$ cat config.mk
export PLATFORM = sky130hd
export DESIGN_NAME = utf8_to_code_point_decoder_unit
export DESIGN_NICKNAME = d
export VERILOG_FILES = /design/src/rtl/core/u8dec_pkg.sv /design/src/rtl/core/u8dec_ctrl.sv /design/src/rtl/core/u8dec_datapath.sv /design/src/rtl/core/utf8_to_code_point_decoder_unit.sv
export SDC_FILE = /design/constraint.sdc
export NUM_CORES = 1
export LEC_CHECK = 0
export BUFFER_PORTS_ARGS = -buffer_cell sky130_fd_sc_hd__buf_4
export CAP_MARGIN = 30
export CORE_MARGIN = 3
export CORE_UTILIZATION = 40
export CTS_CLUSTER_SIZE = 20
export DETAILED_ROUTE_END_ITERATION = 10
export PLACE_DENSITY_LB_ADDON = 0.15
export SLEW_MARGIN = 25
export SYNTH_ARGS = -nofsm -noshare
export SYNTH_HDL_FRONTEND = slang
export SYNTH_SLANG_ARGS = --single-unit
export TNS_END_PERCENT = 5
$ cat constraint.sdc
create_clock -name clk -period 3.3 [get_ports clk]
set_input_delay 0.825 -clock clk [delete_from_list [all_inputs] [get_ports clk]]
set_output_delay 0.825 -clock clk [all_outputs]
set_load 0.005 [all_outputs]
$ cat src/rtl/core/u8dec_pkg.sv
// shared types, codes and lead byte helpers for the utf-8 decoder
`timescale 1ns / 1ps

package u8dec_pkg;

	localparam int unsigned BYTE_W  = 8;
	localparam int unsigned CP_W    = 31;
	localparam int unsigned CNT_W   = 3;
	localparam int unsigned PEND_N  = 5;

	typedef enum logic [1:0] {
		ST_IDLE,
		ST_FLUSH,
		ST_TAIL
	} u8dec_state_t;

	typedef struct packed {
		logic direct;
		logic latch;
		logic flush;
		logic tail;
	} u8dec_cmd_t;

	typedef struct packed {
		logic has_pending;
		logic byte_cont;
		logic flush_last;
		logic out_free;
	} u8dec_status_t;

	function automatic logic [CNT_W-1:0] lead_length(input logic [BYTE_W-1:0] b);
		logic [CNT_W-1:0] len;
		len = 3'd1;
		priority if (b >= 8'hc0 && b <= 8'hdf) len = 3'd2;
		else if (b >= 8'he0 && b <= 8'hef) len = 3'd3;
		else if (b >= 8'hf0 && b <= 8'hf7) len = 3'd4;
		else if (b >= 8'hf8 && b <= 8'hfb) len = 3'd5;
		else if (b >= 8'hfc && b <= 8'hfd) len = 3'd6;
		else len = 3'd1;
		return len;
	endfunction

	function automatic logic [BYTE_W-1:0] lead_mask(input logic [CNT_W-1:0] len);
		logic [BYTE_W-1:0] m;
		unique case (len)
			3'd2:    m = 8'h1f;
			3'd3:    m = 8'h0f;
			3'd4:    m = 8'h07;
			3'd5:    m = 8'h03;
			3'd6:    m = 8'h01;
			default: m = 8'h00;
		endcase
		return m;
	endfunction

endpackage

$ cat src/rtl/core/u8dec_ctrl.sv
// controller state machine for the utf-8 decoder
`timescale 1ns / 1ps

module u8dec_ctrl
	import u8dec_pkg::*;
(
	input  logic          clk,
	input  logic          arst_n,
	input  logic          in_valid,
	output logic          in_ready,
	input  u8dec_status_t status,
	output u8dec_cmd_t    cmd
);

	u8dec_state_t state_q, state_d;

	always_ff @(posedge clk or negedge arst_n) begin
		if (!arst_n) begin
			state_q <= ST_IDLE;
		end else begin
			state_q <= state_d;
		end
	end

	always_comb begin
		state_d  = state_q;
		cmd      = '0;
		in_ready = 1'b0;
		unique case (state_q)
			ST_IDLE: begin
				in_ready = status.out_free;
				if (in_valid && status.out_free) begin
					if (!status.byte_cont && status.has_pending) begin
						cmd.latch = 1'b1;
						state_d   = ST_FLUSH;
					end else begin
						cmd.direct = 1'b1;
					end
				end
			end
			ST_FLUSH: begin
				if (status.out_free) begin
					cmd.flush = 1'b1;
					if (status.flush_last) begin
						state_d = ST_TAIL;
					end
				end
			end
			ST_TAIL: begin
				if (status.out_free) begin
					cmd.tail = 1'b1;
					state_d  = ST_IDLE;
				end
			end
			default: begin
				state_d = ST_IDLE;
			end
		endcase
	end

endmodule

$ cat src/rtl/core/u8dec_datapath.sv
// sequence buffer, value assembly and output register for the utf-8 decoder
`timescale 1ns / 1ps

module u8dec_datapath
	import u8dec_pkg::*;
(
	input  logic                clk,
	input  logic                arst_n,
	input  logic [BYTE_W-1:0]   text_byte,
	input  u8dec_cmd_t          cmd,
	output u8dec_status_t       status,
	output logic                out_valid,
	input  logic                out_ready,
	output logic [CP_W-1:0]     code_point,
	output logic                passed_raw,
	output logic                last_of_run
);

	logic [BYTE_W-1:0] pend_q [PEND_N];
	logic [CNT_W-1:0]  count_q;
	logic [CNT_W-1:0]  exp_len_q;
	logic [CP_W-1:0]   partial_q;
	logic [CNT_W-1:0]  idx_q;
	logic [BYTE_W-1:0] hold_q;

	logic              out_valid_q;
	logic [CP_W-1:0]   cp_q;
	logic              raw_q;
	logic              last_q;

	logic [BYTE_W-1:0] sel_byte;
	logic              sel_cont;
	logic [CNT_W-1:0]  sel_len;
	logic [CP_W-1:0]   accum;
	logic              accum_done;
	logic              hold_nores;
	logic              proc_emit;
	logic [CP_W-1:0]   proc_cp;
	logic              proc_raw;
	logic              proc_open;
	logic              proc_store;
	logic              proc_clear;
	logic              active;

	assign status.has_pending = (count_q != '0);
	assign status.byte_cont   = (text_byte[7:6] == 2'b10);
	assign status.flush_last  = (idx_q == count_q - 3'd1);
	assign status.out_free    = !out_valid_q || out_ready;

	assign active     = cmd.direct || cmd.tail;
	assign sel_byte   = cmd.tail ? hold_q : text_byte;
	assign sel_cont   = (sel_byte[7:6] == 2'b10);
	assign sel_len    = lead_length(sel_byte);
	assign accum      = {partial_q[CP_W-7:0], sel_byte[5:0]};
	assign accum_done = ({1'b0, count_q} + 4'd1) >= {1'b0, exp_len_q};
	assign hold_nores = (hold_q == '0) || (hold_q[7] && lead_length(hold_q) != 3'd1);

	always_comb begin
		proc_emit  = 1'b0;
		proc_cp    = {{(CP_W-BYTE_W){1'b0}}, sel_byte};
		proc_raw   = 1'b1;
		proc_open  = 1'b0;
		proc_store = 1'b0;
		proc_clear = 1'b0;
		if (sel_cont) begin
			if (count_q == '0) begin
				proc_emit = 1'b1;
			end else if (accum_done) begin
				proc_emit  = 1'b1;
				proc_cp    = accum;
				proc_raw   = 1'b0;
				proc_clear = 1'b1;
			end else begin
				proc_store = 1'b1;
			end
		end else if (sel_byte == '0) begin
			proc_emit = 1'b0;
		end else if (!sel_byte[7]) begin
			proc_emit = 1'b1;
			proc_raw  = 1'b0;
		end else if (sel_len == 3'd1) begin
			proc_emit = 1'b1;
		end else begin
			proc_open = 1'b1;
		end
	end

	// sequence state
	always_ff @(posedge clk or negedge arst_n) begin
		if (!arst_n) begin
			count_q   <= '0;
			exp_len_q <= '0;
			partial_q <= '0;
			idx_q     <= '0;
		end else begin
			if (cmd.flush) begin
				if (status.flush_last) begin
					idx_q     <= '0;
					count_q   <= '0;
					exp_len_q <= '0;
					partial_q <= '0;
				end else begin
					idx_q <= idx_q + 3'd1;
				end
			end else if (active) begin
				if (proc_clear) begin
					count_q   <= '0;
					exp_len_q <= '0;
					partial_q <= '0;
				end else if (proc_store) begin
					count_q   <= count_q + 3'd1;
					partial_q <= accum;
				end else if (proc_open) begin
					count_q   <= 3'd1;
					exp_len_q <= sel_len;
					partial_q <= {{(CP_W-BYTE_W){1'b0}}, sel_byte & lead_mask(sel_len)};
				end
			end
		end
	end

	// buffered bytes and the byte that broke the sequence
	always_ff @(posedge clk) begin
		if (active && proc_store) begin
			pend_q[count_q] <= sel_byte;
		end else if (active && proc_open) begin
			pend_q[0] <= sel_byte;
		end
		if (cmd.latch) begin
			hold_q <= text_byte;
		end
	end

	// output register
	always_ff @(posedge clk or negedge arst_n) begin
		if (!arst_n) begin
			out_valid_q <= 1'b0;
		end else if (cmd.flush || (active && proc_emit)) begin
			out_valid_q <= 1'b1;
		end else if (out_ready) begin
			out_valid_q <= 1'b0;
		end
	end

	always_ff @(posedge clk) begin
		if (cmd.flush) begin
			cp_q   <= {{(CP_W-BYTE_W){1'b0}}, pend_q[idx_q]};
			raw_q  <= 1'b1;
			last_q <= status.flush_last && hold_nores;
		end else if (active && proc_emit) begin
			cp_q   <= proc_cp;
			raw_q  <= proc_raw;
			last_q <= 1'b1;
		end
	end

	assign out_valid   = out_valid_q;
	assign code_point  = cp_q;
	assign passed_raw  = raw_q;
	assign last_of_run = last_q;

endmodule

$ cat src/rtl/core/utf8_to_code_point_decoder_unit.sv
// top level of the utf-8 to code point decoder
//
// input channel: in_valid / in_ready carry one text_byte per request.
// output channel: out_valid / out_ready carry code_point, passed_raw and
// last_of_run; last_of_run marks the final result caused by one input byte.
// a byte that completes or continues a sequence, or arrives with nothing
// buffered, is taken directly, and its result (if any) appears on the
// output register the cycle after; with no stall the rate is one byte a cycle.
// a byte that breaks an open sequence starts a flush: the controller emits
// the buffered bytes raw, one per cycle while the receiver takes them, then
// handles the breaking byte.
// a zero byte flushes the buffer and gives no result of its own.
// reset clears the sequence state and the output valid flag at once; the
// buffer itself needs no clearing pass.
// when the receiver stalls, the result holds in the output register and
// in_ready drops until the register is free again.
`timescale 1ns / 1ps

module utf8_to_code_point_decoder_unit
	import u8dec_pkg::*;
(
	input  logic              clk,
	input  logic              arst_n,
	input  logic              in_valid,
	output logic              in_ready,
	input  logic [BYTE_W-1:0] text_byte,
	output logic              out_valid,
	input  logic              out_ready,
	output logic [CP_W-1:0]   code_point,
	output logic              passed_raw,
	output logic              last_of_run
);

	u8dec_cmd_t    cmd;
	u8dec_status_t status;

	u8dec_ctrl u_ctrl (
		.clk      (clk),
		.arst_n   (arst_n),
		.in_valid (in_valid),
		.in_ready (in_ready),
		.status   (status),
		.cmd      (cmd)
	);

	u8dec_datapath u_datapath (
		.clk         (clk),
		.arst_n      (arst_n),
		.text_byte   (text_byte),
		.cmd         (cmd),
		.status      (status),
		.out_valid   (out_valid),
		.out_ready   (out_ready),
		.code_point  (code_point),
		.passed_raw  (passed_raw),
		.last_of_run (last_of_run)
	);

endmodule

# Yosys cells after proc, flatten, opt, wreduce, memory -nomap -nowiden
# Memories as Yosys holds them, arrays and structs flattened.
# Index checks and enable logic that the tools add are counted.
# W data, S select, Z words.
op_classes:
  magnitude_cmp: 21
  bitwise_logic: 1
  n_mux: 85
  n_eq_ne: 19
  n_reduce_logical: 37
  n_addsub: 4
op_table:
  columns: ["cell", "count"]
  rows:
  - ["$mux W25", 6]
  - ["$mux W31", 3]
  - ["$ge A8 B8 Y1 const B", 10]
  - ["$le A8 B8 Y1 const B", 10]
  - ["$mux W8", 9]
  - ["$mux W3", 23]
  - ["$mux W1", 35]
  - ["$pmux W5 S5", 1]
  - ["$logic_and A1 B1 Y1", 17]
  - ["$logic_not A8 Y1", 2]
  - ["$mux W2", 7]
  - ["$ne A2 B1 Y1 const B", 5]
  - ["$eq A3 B3 Y1 const B", 3]
  - ["$and A8 B8 Y8", 1]
  - ["$reduce_or A8 Y1", 1]
  - ["$add A3 B1 Y3 const B", 2]
  - ["$eq A2 B2 Y1 const B", 3]
  - ["$eq A3 B2 Y1 const B", 2]
  - ["$pmux W2 S3", 1]
  - ["$reduce_bool A2 Y1", 3]
  - ["$reduce_bool A3 Y1", 2]
  - ["$reduce_and A5 Y1", 1]
  - ["$add A3 B1 Y4 const B", 1]
  - ["$ge A4 B3 Y1", 1]
  - ["other kinds (14)", 18]
totals:
  n_memories: 1
  elab_cells: 179
  mem_bits_rw: 40
  register_bits: 78
mem_list:
  columns: ["memory", "depth", "word_bits", "read_ports", "rd_ports_with_merged_regs", "wr", "line", "source"]
  rows:
  - ["u_datapath.pend_q", 5, 8, 1, 0, 1, "u8dec_datapath.sv:19", "logic [BYTE_W-1:0] pend_q [PEND_N];"]

# Depth between registers and ports, before layout
depth:
  ltp_word: 28
  mapped_depth: 12

# Hierarchy
# Synthesis repeated with hierarchy kept, for this count alone.
unflattened:
  cells_unflattened: 447
  hier_area_um2: 5464.0
modules_own_cells:
  columns: ["mod", "area_each_um2", "seq_area_each_um2", "cells_per_inst", "instances"]
  rows:
  - ["u8dec_datapath", 5318.9, 3067.9, 434, 1]
  - ["u8dec_ctrl", 145.1, 50.0, 13, 1]

# Worst setup path after synthesis
# No wires, ideal clock.
synth_path:
  path_kind: "register to register"
  start: "register u_datapath.count_q[0]"
  end: "memory u_datapath.pend_q[4][0], enable pin"
  n_path_buf: 2
  synth_period_minus_slack_ns: 3.062
  arrival_time_ns: 2.667
  path_stages_with_launch: 10
  path_slack_ns: 0.238
  path_cell_list: "dfrtp_1 buf_2 inv_1 ha_1 ha_1 o21ai_0 o21a_1 o21ai_1 buf_2 nor4_1"
synth_via:
  elab_chain_cells: 12
  elab_cells_between_ends: 22
synth_rtl:
  columns: ["item", "line", "source"]
  rows:
  - ["start: declaration", "u8dec_datapath.sv:20", "logic [CNT_W-1:0] count_q;"]
  - ["start signal: assignment", "u8dec_datapath.sv:111", "count_q <= count_q + 3'd1;"]
  - ["branches (longest 12 deep; another with $add A3 B1 Y4)", null, null]
  - ["end: declaration", "u8dec_datapath.sv:19", null]
# Parallel ways; which one is timed is not known.

# Worst setup path in the final report
layout_path:
  start: "register u_datapath.count_q[1]"
  end: "register u_datapath.partial_q[22]"
layout_via:
  elab_chain_cells: 9
  elab_cells_between_ends: 25
layout_rtl:
  columns: ["item", "line", "source"]
  rows:
  - ["$add A3 B1 Y4", "u8dec_datapath.sv:55", "assign accum_done = ({1'b0, count_q} + 4'd1) >= {1'b0, exp_len_q};"]
  - ["$ge A4 B3 Y1", "u8dec_datapath.sv:55", null]
  - ["$mux W1", "u8dec_datapath.sv:68", "end else if (accum_done) begin"]
  - ["$mux W1", "u8dec_datapath.sv:66", "if (count_q == '0) begin"]
  - ["$mux W1", "u8dec_datapath.sv:65", "if (sel_cont) begin"]
  - ["$mux W25", "u8dec_datapath.sv:110", "end else if (proc_store) begin"]
  - ["$mux W25", "u8dec_datapath.sv:106", "if (proc_clear) begin"]
  - ["$mux W25", "u8dec_datapath.sv:105", "end else if (active) begin"]
  - ["$mux W25", "u8dec_datapath.sv:96", "if (cmd.flush) begin"]
  - ["end signal: assignment", "u8dec_datapath.sv:112", "partial_q <= accum;"]
  - ["end signal: assignment", "u8dec_datapath.sv:116", "partial_q <= {{(CP_W-BYTE_W){1'b0}}, sel_byte & lead_mask(sel_len)};"]
  - ["end: declaration", "u8dec_datapath.sv:22", "logic [CP_W-1:0] partial_q;"]
# Parallel ways exist; a longest one is shown, timed or not. The select of a mux whose other input is x is not followed.
# A chain may end at the register's enable or synchronous reset.

==> results by stage <==
Finish:
- Counting the fill cells in the layout gives 1159.
- The share of cells above drive strength 1 is 24.5%.
- The area growth from synthesis to layout is 22.4%.
- The final standard cell utilization of the core is 51.2%.
- After routing the design area is 0.00660 mm2.
- In the final design database the tool counted 561 nets.
- 0 antenna diodes ended up in the layout.
- For this run, the number of standard cells in the final layout without fillers is 727.

Setup path:
- The slowest cell on the critical path is sky130_fd_sc_hd__nor2_1.
- STA classifies the critical path startpoint as a flop.
- The biggest cell delay along the critical path is 0.66 ns.
- The arrival time of data at the critical path endpoint is 3.29 ns.
- The critical path startpoint is u_datapath.count_q[1].
- The critical path capture point type is a flop.
- STA puts the critical path data required time at 3.63 ns.
- The startpoint identified for the worst register-to-register timing path is u_datapath.count_q[1].
- By instance count, the cell type seen most on the critical path is sky130_fd_sc_hd__ha_1.
- The critical path class is flop to flop.
- The signal on the critical path passes through inv_1 > ha_1 > ha_1 > o21ai_0 > o21a_1 > o21ai_1 > nor2_1 > buf_4 > nand2_1 > o21ai_2.
- The peak fanout along the critical path is 11.

Worst hold path:
- The kind of path behind the tightest hold check is input pin to async pin.

Route:
- The first-pass iteration count of the detailed router is 4.
- The routed wirelength normalized by instance count is 17.3 um.
- After detailed routing, the number of remaining DRC violations is 0.
- The number of DRC markers after the initial detailed-route iteration is 309.
- Summing over every cut layer, the via total after detailed routing is 3874.
- The number of vias per cell is 5.33.
- The sum of routed wire length over all layers is 12.6 mm.
- The remaining number of nets flagged by the antenna check after routing is 0.

Global routing:
- For this run the aggregate overflow at the end of global routing stands at 0.
- The overall track demand over capacity in global routing is 17.8%.
- For met1 alone, demand over resource in global routing was 25.7%.
- For met3 alone, demand over resource in global routing was 4.55%.
- Entering global routing, the biggest net connects 49 pins.
- The number of global-route vias before repair is 3728.
- The first-pass GRT wire length is 20.2 mm.
- The initial antenna violation count is 0.
- The busiest metal layer after global routing is met2.
- For this run, global-route usage on met2 was measured as 27.0%.

Logic synthesis:
- The net count of the mapped netlist is 507.
- The fraction of synthesized area in multiplexers is 5.04%.
- The main combinational cell family by area after synthesis is simple AND/OR/NAND/NOR gates.
- The share of the synthesized area in the top cell type is 31.8%.
- The synthesized design contains 118 register bits.
- The proportion of synthesized flip-flops having asynchronous set or reset is 31.4%.
- The simple-gate share of the synthesized area is 16.6%.
- The cell area after synthesis is 0.00539 mm2.
- The number of unique standard cell types used by synthesis is 57.
- The Yosys step of the flow raised 0 warnings.
- The synthesized design contains 57 enable-type register cells.
- The synthesized netlist devotes 0.813% of its cell area to XOR and XNOR gates.
- In the synthesized netlist the dominant register cell turns out to be sky130_fd_sc_hd__edfxtp_1.
- The library cell with the largest summed area after synthesis is sky130_fd_sc_hd__edfxtp_1.
- The mean post-synth cell area is 11.0 um2.
- The proportion of synthesized chip area in sequential cells is 57.9%.
- The compound-cell area share of the yosys netlist is 14.1%.
- Of the total synthesized cell area, the portion taken by full adders, half adders and majority gates is 1.63%.
- The number of instances in the synthesized netlist is 488.
- Yosys attributes the largest share of cell area to sky130_fd_sc_hd__edfxtp_1 (32%), sky130_fd_sc_hd__dfrtp_1 (17%), sky130_fd_sc_hd__dfxtp_1 (8.9%).

Floorplan:
- The effective utilization at floorplan is 41.9%.
- The area of the placeable core is 0.0129 mm2.
- The die extent in x is 122 um.
- In this run the core area contains 41 standard-cell rows.
- The number of ports placed on the die boundary is 47.
- From bottom edge to top edge, the die measures 122 um.
- The die covers 0.0149 mm2.

Timing:
- After layout, the worst path uses 89.7% of the clock period.
- After routing, the total negative slack on setup checks comes to 0 ns.
- Clock skew on the completed layout was measured at 0.0133 ns.
- Setup repair after global routing left no endpoint under its margin.
- Setup violations remaining at the end of the flow were counted as 0.
- At the pin with the least slew margin, the transition time is 0.776 ns.
- The headroom to the max-slew limit is 48.1%.
- The total count of max-transition violations in the final report is 0.
- The maximum clock rate is 338 MHz.
- The final hold violation count was 0.
- The smallest clock period supported by the final layout is computed as 2.96 ns.

Power and ir drop:
- The total net switching power is 1.68 mW.
- The net switching fraction of the power is 31.4%.
- In this run, flip-flops and latches consume 35.0% of the power.
- Per report_power, the clock group accounts for 36.8% of the total.
- The power after layout is 5.36 mW.
- The internal cell power is 3.67 mW.
- The static power due to leakage is 2.53 nW.
- Dividing total power by cell area gives a power density of 812 mW/mm2.
- The share of total power dissipated in combinational logic is 28.1%.
- VDD sags by at most 362 uV.

Placed design:
- Summing all placed instances gives a cell area of 0.00595 mm2.
- Input and output buffers added on the ports amount to 46.
- The congestion estimate from routability-driven global placement came to 0.826.
- The estimated wirelength of the detail-placed design is 8.65 mm.
- The number of placed instances, taps included, is 695.

CTS:
- The number of hold buffers added after CTS was 0.
- CTS built an H-tree with a depth of 4.
- The number of buffers on the longest clock path is 2.
- The latest clock arrival within the worst-skew pair is 0.41 ns.
- The root cell of the clock tree is sky130_fd_sc_hd__clkbuf_16.
- The clock net in this run drives a total of 118 sinks.
- Clock-pin slew was measured on the worst setup and hold paths at 0.06 ns.
- TritonCTS built the clock tree.
- The post-cts gate resize count is 0.
- In this run the post-CTS setup repair buffer count came out at 0.
- The number of buffers created by CTS is 17.

Run:
- Across the run, the number of max-cap violations was 0.

Run status:
- The run finished with clean final reports.
==> cell families (layout without fill, tap and decap cells) <==
| group | Yosys count | in the layout |
|---|---|---|
| AOI/OAI and AO/OA | 112 | 112 |
| xor gates and xnor gates | 5 | 5 |
| adders and majority gates | 7 | 7 |
| buffers and inverters | 42 | 109 |
| DFF | 118 | 118 |
| muxes | 17 | 17 |
| and+or+nand+nor | 187 | 187 |
==> layer usage <==
layer	share of wire (%)	vias to the layer above
met5	0	-
met3	4.1	9
li1	-	1890
met2	47	79
met4	0.71	0
met1	48	1896
==> critical path, delay by kind of cell (launching register included) <==
kind | cells | cell delay [ns]
buffers and inverters | 2 | 0.39
AOI/OAI and AO/OA | 4 | 0.67
adders and majority gates | 2 | 0.61
DFF | 1 | 0.46
and+or+nand+nor | 2 | 0.76
==> Yosys cell counts, types with 2 or more instances <==
library cell / count
sky130_fd_sc_hd__buf_1: 2
sky130_fd_sc_hd__a211oi_1: 6
sky130_fd_sc_hd__mux2i_1: 8
sky130_fd_sc_hd__and2b_1: 3
sky130_fd_sc_hd__nand3b_1: 2
sky130_fd_sc_hd__nand2b_1: 6
sky130_fd_sc_hd__nor4_1: 2
sky130_fd_sc_hd__and4_1: 3
sky130_fd_sc_hd__ha_1: 7
sky130_fd_sc_hd__a21o_1: 3
sky130_fd_sc_hd__buf_2: 14
sky130_fd_sc_hd__o21a_1: 2
sky130_fd_sc_hd__edfxtp_1: 57
sky130_fd_sc_hd__clkbuf_1: 13
sky130_fd_sc_hd__buf_6: 2
sky130_fd_sc_hd__a21boi_1: 2
sky130_fd_sc_hd__dfrtp_1: 37
sky130_fd_sc_hd__mux4_2: 8
sky130_fd_sc_hd__inv_1: 9
sky130_fd_sc_hd__o21ai_0: 40
sky130_fd_sc_hd__and2_1: 2
sky130_fd_sc_hd__o31ai_1: 2
sky130_fd_sc_hd__o21ai_2: 21
sky130_fd_sc_hd__o21ai_1: 3
sky130_fd_sc_hd__o211ai_1: 4
sky130_fd_sc_hd__a32o_1: 2
sky130_fd_sc_hd__nand2_1: 71
sky130_fd_sc_hd__xnor2_1: 4
sky130_fd_sc_hd__nor2b_1: 5
sky130_fd_sc_hd__buf_8: 2
sky130_fd_sc_hd__nand4_1: 3
sky130_fd_sc_hd__nand3_1: 59
sky130_fd_sc_hd__nor3_1: 8
sky130_fd_sc_hd__a21oi_1: 12
sky130_fd_sc_hd__nor2_1: 15
sky130_fd_sc_hd__a22o_1: 2
sky130_fd_sc_hd__dfxtp_1: 24
sky130_fd_sc_hd__a31oi_1: 3
sky130_fd_sc_hd__o21bai_1: 2
==> layout make-up <==
| class | instances | area (um2) | area share (%) |
|---|---|---|---|
| Clock buffer | 23 | 510 | 7.74 |
| Clock inverter | 9 | 138 | 2.09 |
| Inverter | 9 | 33.8 | 0.512 |
| Multi-Input combinational cell | 328 | 2070 | 31.4 |
| Sequential cell | 118 | 3120 | 47.3 |
| Tap cell | 172 | 215 | 3.26 |
| Timing Repair Buffer | 68 | 510 | 7.74 |
==> layout by cell type (no fill, tap or decap), drive strengths merged, types with 3 or more instances in the layout <==
cell type  Yosys  layout
nand2         72      72
buf           20      68
o21ai         64      64
nand3         59      59
edfxtp        57      57
dfrtp         37      37
dfxtp         24      24
clkbuf        13      23
nor2          15      15
a21oi         13      13
inv            9      10
nor3           8       8
mux2i          8       8
mux4           8       8
ha             7       7
nand2b         6       6
a211oi         6       6
nor2b          5       5
o211ai         4       4
xnor2          4       4
and2b          4       4
clkinv         0       4
and4           3       3
nand4          3       3
a31oi          3       3
a21o           3       3
bufinv         0       3
and2           3       3
==> power by group through the flow <==
stage	Sequential [mW]	Combinational [mW]	Clock, mW
finish	1.88	1.51	1.97
CTS	1.88	1.53	2.00
global placement	1.90	1.50	0
global route	1.90	1.67	2.06
floorplan	1.89	1.04	0
detailed placement	1.91	1.52	0
==> registers in the layout, indices dropped and copies added (netlist names) <==
| name | count |
|---|---|
| u_ctrl.state_q | 2 |
| u_datapath.code_point | 31 |
| u_datapath.count_q | 3 |
| u_datapath.exp_len_q | 3 |
| u_datapath.hold_q | 8 |
| u_datapath.idx_q | 3 |
| u_datapath.last_of_run | 1 |
| u_datapath.out_valid | 1 |
| u_datapath.partial_q | 25 |
| u_datapath.passed_raw | 1 |
| u_datapath.pend_q | 40 |
==> metrics by stage <==
stage	setup slack [ns]	hold WS, ns
2_1_floorplan	0.238	0.450
5_1_grt	0.106	0.405
3_5_place_dp	0.378	0.455
6_report	0.338	0.383
3_3_place_gp	0.469	0.451
4_1_cts	0.362	0.391
==> path summary, 6_finish.rpt <==
check | end | slack [ns] | cells after the start
min in group clk | u_datapath.code_point[23] | 0.46 | 2
hold / removal | u_datapath.partial_q[11] | 0.38 | 1
hold reg to reg | u_datapath.code_point[23] | 0.46 | 2
setup / recovery | u_datapath.partial_q[22] | 0.34 | 10
max in group asynchronous | u_datapath.count_q[2] | 2.57 | 1
setup reg to reg | u_datapath.partial_q[22] | 0.34 | 10
Note: power is estimated with default switching activity, not from simulation.
